===== src/rtl/core/vfd_pkg.sv =====
// shared types and constants for the vadpcm frame decoder
// depends on nothing; imported by vfd_front, vfd_queue, vfd_back and the top level
package vfd_pkg;

  localparam int MAX_PREDICTORS   = 16;
  localparam int SAMPLES_PER_HALF = 8;
  localparam int COEF_DEPTH       = MAX_PREDICTORS * 2 * SAMPLES_PER_HALF;
  localparam int COEF_ADDR_W      = $clog2(COEF_DEPTH);
  localparam int TAP_W            = $clog2(SAMPLES_PER_HALF);
  localparam int PRED_W           = $clog2(MAX_PREDICTORS);
  localparam int PRED_COUNT_W     = 5;
  localparam int SHIFT_W          = 4;
  localparam int CODE_W           = 4;
  localparam int NUM_CODES        = 2 * SAMPLES_PER_HALF;
  localparam int PAYLOAD_W        = 64;
  localparam int SAMPLE_W         = 16;
  localparam int OPND_W           = 19;
  localparam int ACC_W            = 32;
  localparam int FRAC_BITS        = 11;
  localparam int QUEUE_DEPTH      = 2;
  localparam int IN_DATA_W        = 104;
  localparam int OUT_DATA_W       = SAMPLES_PER_HALF * SAMPLE_W;
  localparam int CFG_INDEX_W      = 1;
  localparam int CFG_DATA_W       = 5;

  localparam logic [CFG_INDEX_W-1:0] CFG_SMALL_CODEC = 1'd0;
  localparam logic [CFG_INDEX_W-1:0] CFG_PRED_COUNT  = 1'd1;

  typedef enum logic [1:0] {
    CMD_WRITE  = 2'd0,
    CMD_DECODE = 2'd1,
    CMD_CLEAR  = 2'd2
  } cmd_kind_t;

  // codes hold sixteen 4-bit signed codes, code i at bits 63-4i down
  typedef struct packed {
    cmd_kind_t                kind;
    logic                     clear;
    logic [SHIFT_W-1:0]       shift;
    logic [PRED_W-1:0]        pred;
    logic [PAYLOAD_W-1:0]     codes;
    logic [COEF_ADDR_W-1:0]   coef_addr;
    logic signed [SAMPLE_W-1:0] coef_value;
  } cmd_t;

endpackage


===== src/rtl/core/vfd_queue.sv =====
// short command queue between front end and back end
// depends on vfd_pkg
module vfd_queue (
  input  logic          clk,
  input  logic          rst,
  input  logic          push_valid,
  output logic          push_ready,
  input  vfd_pkg::cmd_t push_cmd,
  output logic          pop_valid,
  input  logic          pop,
  output vfd_pkg::cmd_t pop_cmd
);
  import vfd_pkg::*;

  localparam int PTR_W = (QUEUE_DEPTH > 1) ? $clog2(QUEUE_DEPTH) : 1;
  localparam int CNT_W = $clog2(QUEUE_DEPTH + 1);

  cmd_t             entries [QUEUE_DEPTH];
  logic [PTR_W-1:0] wr_ptr;
  logic [PTR_W-1:0] rd_ptr;
  logic [CNT_W-1:0] count;
  logic             do_push;
  logic             do_pop;

  assign push_ready = count != CNT_W'(QUEUE_DEPTH);
  assign pop_valid  = count != '0;
  assign pop_cmd    = entries[rd_ptr];
  assign do_push    = push_valid && push_ready;
  assign do_pop     = pop && pop_valid;

  always_ff @(posedge clk) begin
    if (rst) begin
      wr_ptr <= '0;
      rd_ptr <= '0;
      count  <= '0;
    end else begin
      if (do_push) begin
        wr_ptr <= (wr_ptr == PTR_W'(QUEUE_DEPTH - 1)) ? '0 : wr_ptr + 1'b1;
      end
      if (do_pop) begin
        rd_ptr <= (rd_ptr == PTR_W'(QUEUE_DEPTH - 1)) ? '0 : rd_ptr + 1'b1;
      end
      if (do_push && !do_pop) begin
        count <= count + 1'b1;
      end else if (do_pop && !do_push) begin
        count <= count - 1'b1;
      end
    end
  end

  always_ff @(posedge clk) begin
    if (do_push) begin
      entries[wr_ptr] <= push_cmd;
    end
  end

endmodule


===== config.mk =====
export PLATFORM = sky130hd
export DESIGN_NAME = vfd_queue
export DESIGN_NICKNAME = d
export VERILOG_FILES = /design/src/rtl/core/vfd_pkg.sv /design/src/rtl/core/vfd_queue.sv
export SDC_FILE = /design/constraint.sdc
export NUM_CORES = 1
export LEC_CHECK = 0
export BUFFER_PORTS_ARGS = -buffer_cell sky130_fd_sc_hd__buf_2
export CAP_MARGIN = 30
export CORE_MARGIN = 1.5
export CORE_UTILIZATION = 52
export CTS_BUF_LIST = sky130_fd_sc_hd__clkbuf_8 sky130_fd_sc_hd__clkbuf_16
export DETAILED_ROUTE_END_ITERATION = 6
export PLACE_DENSITY_LB_ADDON = 0.15
export SLEW_MARGIN = 20
export SYNTH_ARGS = -nofsm -noshare
export SYNTH_HDL_FRONTEND = slang
export SYNTH_SLANG_ARGS = --single-unit

===== constraint.sdc =====
create_clock -name clk -period 3.8 [get_ports clk]
set_input_delay 0.19 -clock clk [delete_from_list [all_inputs] [get_ports clk]]
set_output_delay 0.19 -clock clk [all_outputs]
set_load 0.01 [all_outputs]

==> summary.txt <==
IO Port Bufs: 203
residual DRC count: 0
switching pwr: 1.60 mW
worst IR drop on VDD: 0.521 mV
worst-path maximum fanout: 50
FF-to-FF End: entries[0][3]
Yosys top cell area share: 0.804
CTS tree: built
Slew headroom: 0.523
register area share after synthesis: 0.818
WS Path Type: flip-flop to output port
max-cap violations: 0
Core ar.: 0.0139 mm2
Clock Power Share: 0.298
Setup TNS: 0 ns
Routed WL: 13800 um
CTS Buffer Depth: 3
Clock Latency Late Sink: 0.47 ns
Initial Util: 0.533
placed insts: 707
Final Non-Filler Cells: 842
Hold Path Cell Cnt: 3
layout cell share with drive strength beyond 1: 0.508
unrepaired setup endpoints after global routing: no
Seq pwr share: 0.468
Final Max Tran Viols: 0
FF-to-FF path depth: 4
area leader, netlist: edfxtp_1
1st-pass router iterations: 4
CTS resizes: 0
Setup crit end kind: output port
Buf/Inv on CP: 2
Sink Count: 203
min-delay src: push_valid
clk_skew: 0.00662 ns
Comb pwr share: 0.234
crit path launch type: flip-flop
CTS Buf Count: 20
Starting DRT DRC Count: 261
Die W: 122 um
Cell Area, Synth: 0.00739 mm2
setup violators final: 0
post-DP HPWL: 8300 um
delay of the slowest critical-path stage: 0.80 ns
Syn-to-layout area delta: 38.8%
Rows: 43
Worst Hold Class: primary input to flip-flop
top cells by area, synth: edfxtp_1 80%, mux2_2 14%, mux2_4 2.0%
I/O pin count: 204
Pwr per Cell Area: 611 mW/mm2
Peak Freq: 418 MHz
reg2reg setup slack: 1.71 ns
sw frac: 0.255
Yosys Warn Count: 0
GPL Wtd Cong: 0.720
CP required: 3.61 ns
initial antenna violation count: 1
via/cell ratio: 4.86
hold_buf cts: 100
first-pass GRT wire length: 20800 um
WP data arrival: 2.20 ns
Worst path slowest cell: dfxtp_4
Worst-Margin Slew: 0.715 ns
post-synthesis area per instance: 22.3 um2
RR Startpoint: count[0]
CP delay by family, top: flip-flops
cell count after synthesis: 332
CP Cell Sequence: buf_12 > mux2_2 > buf_2
fin crit period: 2.39 ns
Routed Antenna Nets: 0
status: complete, no violations
vias in the first global route: 4255
CTS H-tree depth: 1
clock transition at the registers of the reported paths: 0.06 ns
postcts setup bufs: 0
Net Count, Synth: 436
Congestion Overflow GR: 0
GRT Util Overall: 0.181
WL/cell: 16.4 um
Cell Int Power: 4.68 mW
largest net degree at the start of global routing: 51
Die Height: 122 um
period utilisation layout: 0.629
Leak Pwr: 3.92 nW
nets: 753
register bit count reported by yosys: 203
Cell variety after synth: 19
via count: 4095
Final Hold Viols: 0
fillcell total: 861
end of the worst hold path: wr_ptr
die area: 0.0149 mm2
clk root buf: clkbuf_16
-- state kept, by name, summed over array words and instances, names as in the netlist, named ones only --
signal   cells
entries    198
count        2
rd_ptr       1
wr_ptr       1
-- worst register-to-register path, cell delays in order, from the launching register on --
cell      delay (ns)
dfxtp_1         0.42
nand2b_1        0.23
nand3b_1        0.18
inv_4           0.51
buf_12          0.40
-- routing by layer --
metal,wire [um],global-route usage
met5,0,0
met4,226,0.0458
met3,1090,0.0469
met2,6860,0.312
met1,5640,0.231
-- power by group through the flow --
stage | Sequential (mW) | Clock, mW | Combinational, mW
after global placement | 2.97 | 0 | 1.39
after detailed placement | 2.99 | 0 | 1.40
after CTS | 2.94 | 1.91 | 1.49
after global routing | 2.97 | 2.01 | 1.59
final | 2.94 | 1.87 | 1.47
after floorplan | 2.91 | 0 | 0.948
-- per-stage QoR --
step	utilization	setup WS, ns	hold WS (ns)	area (um2)	power (mW)
3_5_place_dp	0.622	1.75	0.381	8630	4.39
5_1_grt	0.739	1.29	0.0567	10300	6.56
2_1_floorplan	-	0.348	0.259	7390	3.86
6_report	0.740	1.41	0.0687	10300	6.27
3_3_place_gp	0.622	1.81	0.378	8630	4.36
4_1_cts	0.739	1.35	0.0504	10300	6.35
-- cell usage after synthesis --
| cell type | n |
|---|---|
| nand2b_1 | 1 |
| mux2_2 | 89 |
| and2_1 | 1 |
| a21oi_1 | 2 |
| inv_1 | 1 |
| nor2_1 | 3 |
| mux2_4 | 10 |
| or3_1 | 1 |
| ha_1 | 1 |
| and3_1 | 1 |
| o21ai_0 | 2 |
| or2_2 | 1 |
| buf_2 | 8 |
| nand3b_1 | 1 |
| dfxtp_1 | 5 |
| xor2_1 | 3 |
| buf_6 | 3 |
| a21bo_2 | 1 |
| edfxtp_1 | 198 |
-- cell families after synthesis --
family	after synthesis	synth area share
flops	203	0.818
fa+ha+maj	1	0.00169
xor+xnor	3	0.00355
compound gates	5	0.00406
buf+inv	12	0.0105
simple gates	9	0.00677
mux	99	0.156
-- final cells by class --
cell class | instances | area [um2] | share of cell area
flip-flops and latches | 203 | 6050 | 0.589
repair buffers | 306 | 2080 | 0.202
multi-input cells | 117 | 1280 | 0.124
clock buffers | 21 | 526 | 0.0512
well taps | 180 | 225 | 0.0219
clock inverters | 13 | 105 | 0.0102
inverters | 1 | 6.26 | 0.000609
diodes | 1 | 2.50 | 0.000244
-- layout by cell type, fill, tap and decap left out, types with 2 or more instances in the layout --
master         synthesis  final
buf_2                  8    203
edfxtp_1             198    198
dlygate4sd3_1          0    100
mux2_2                89     89
clkbuf_16              0     21
mux2_4                10     10
inv_1                  1      5
dfxtp_1                5      4
xor2_1                 3      3
nor2_1                 3      3
clkinv_2               0      3
clkinv_1               0      3
buf_12                 0      3
o21ai_0                2      2
a21oi_1                2      2
bufinv_16              0      2
-- how the worst max path moves through the flow --
stage          cells after the start  slack (ns)  startpoint        endpoint
6_report                           3        1.41   flip-flop     pop_cmd[88]
5_1_grt                            3        1.29   flip-flop     pop_cmd[40]
4_1_cts                            3        1.35   flip-flop     pop_cmd[40]
3_5_place_dp                       3        1.75    count[0]  entries[1][61]
3_3_place_gp                       4        1.81    count[0]  entries[0][61]
2_1_floorplan                      2        0.35    count[0]   entries[1][0]
Power figures use the tool's default switching activity.
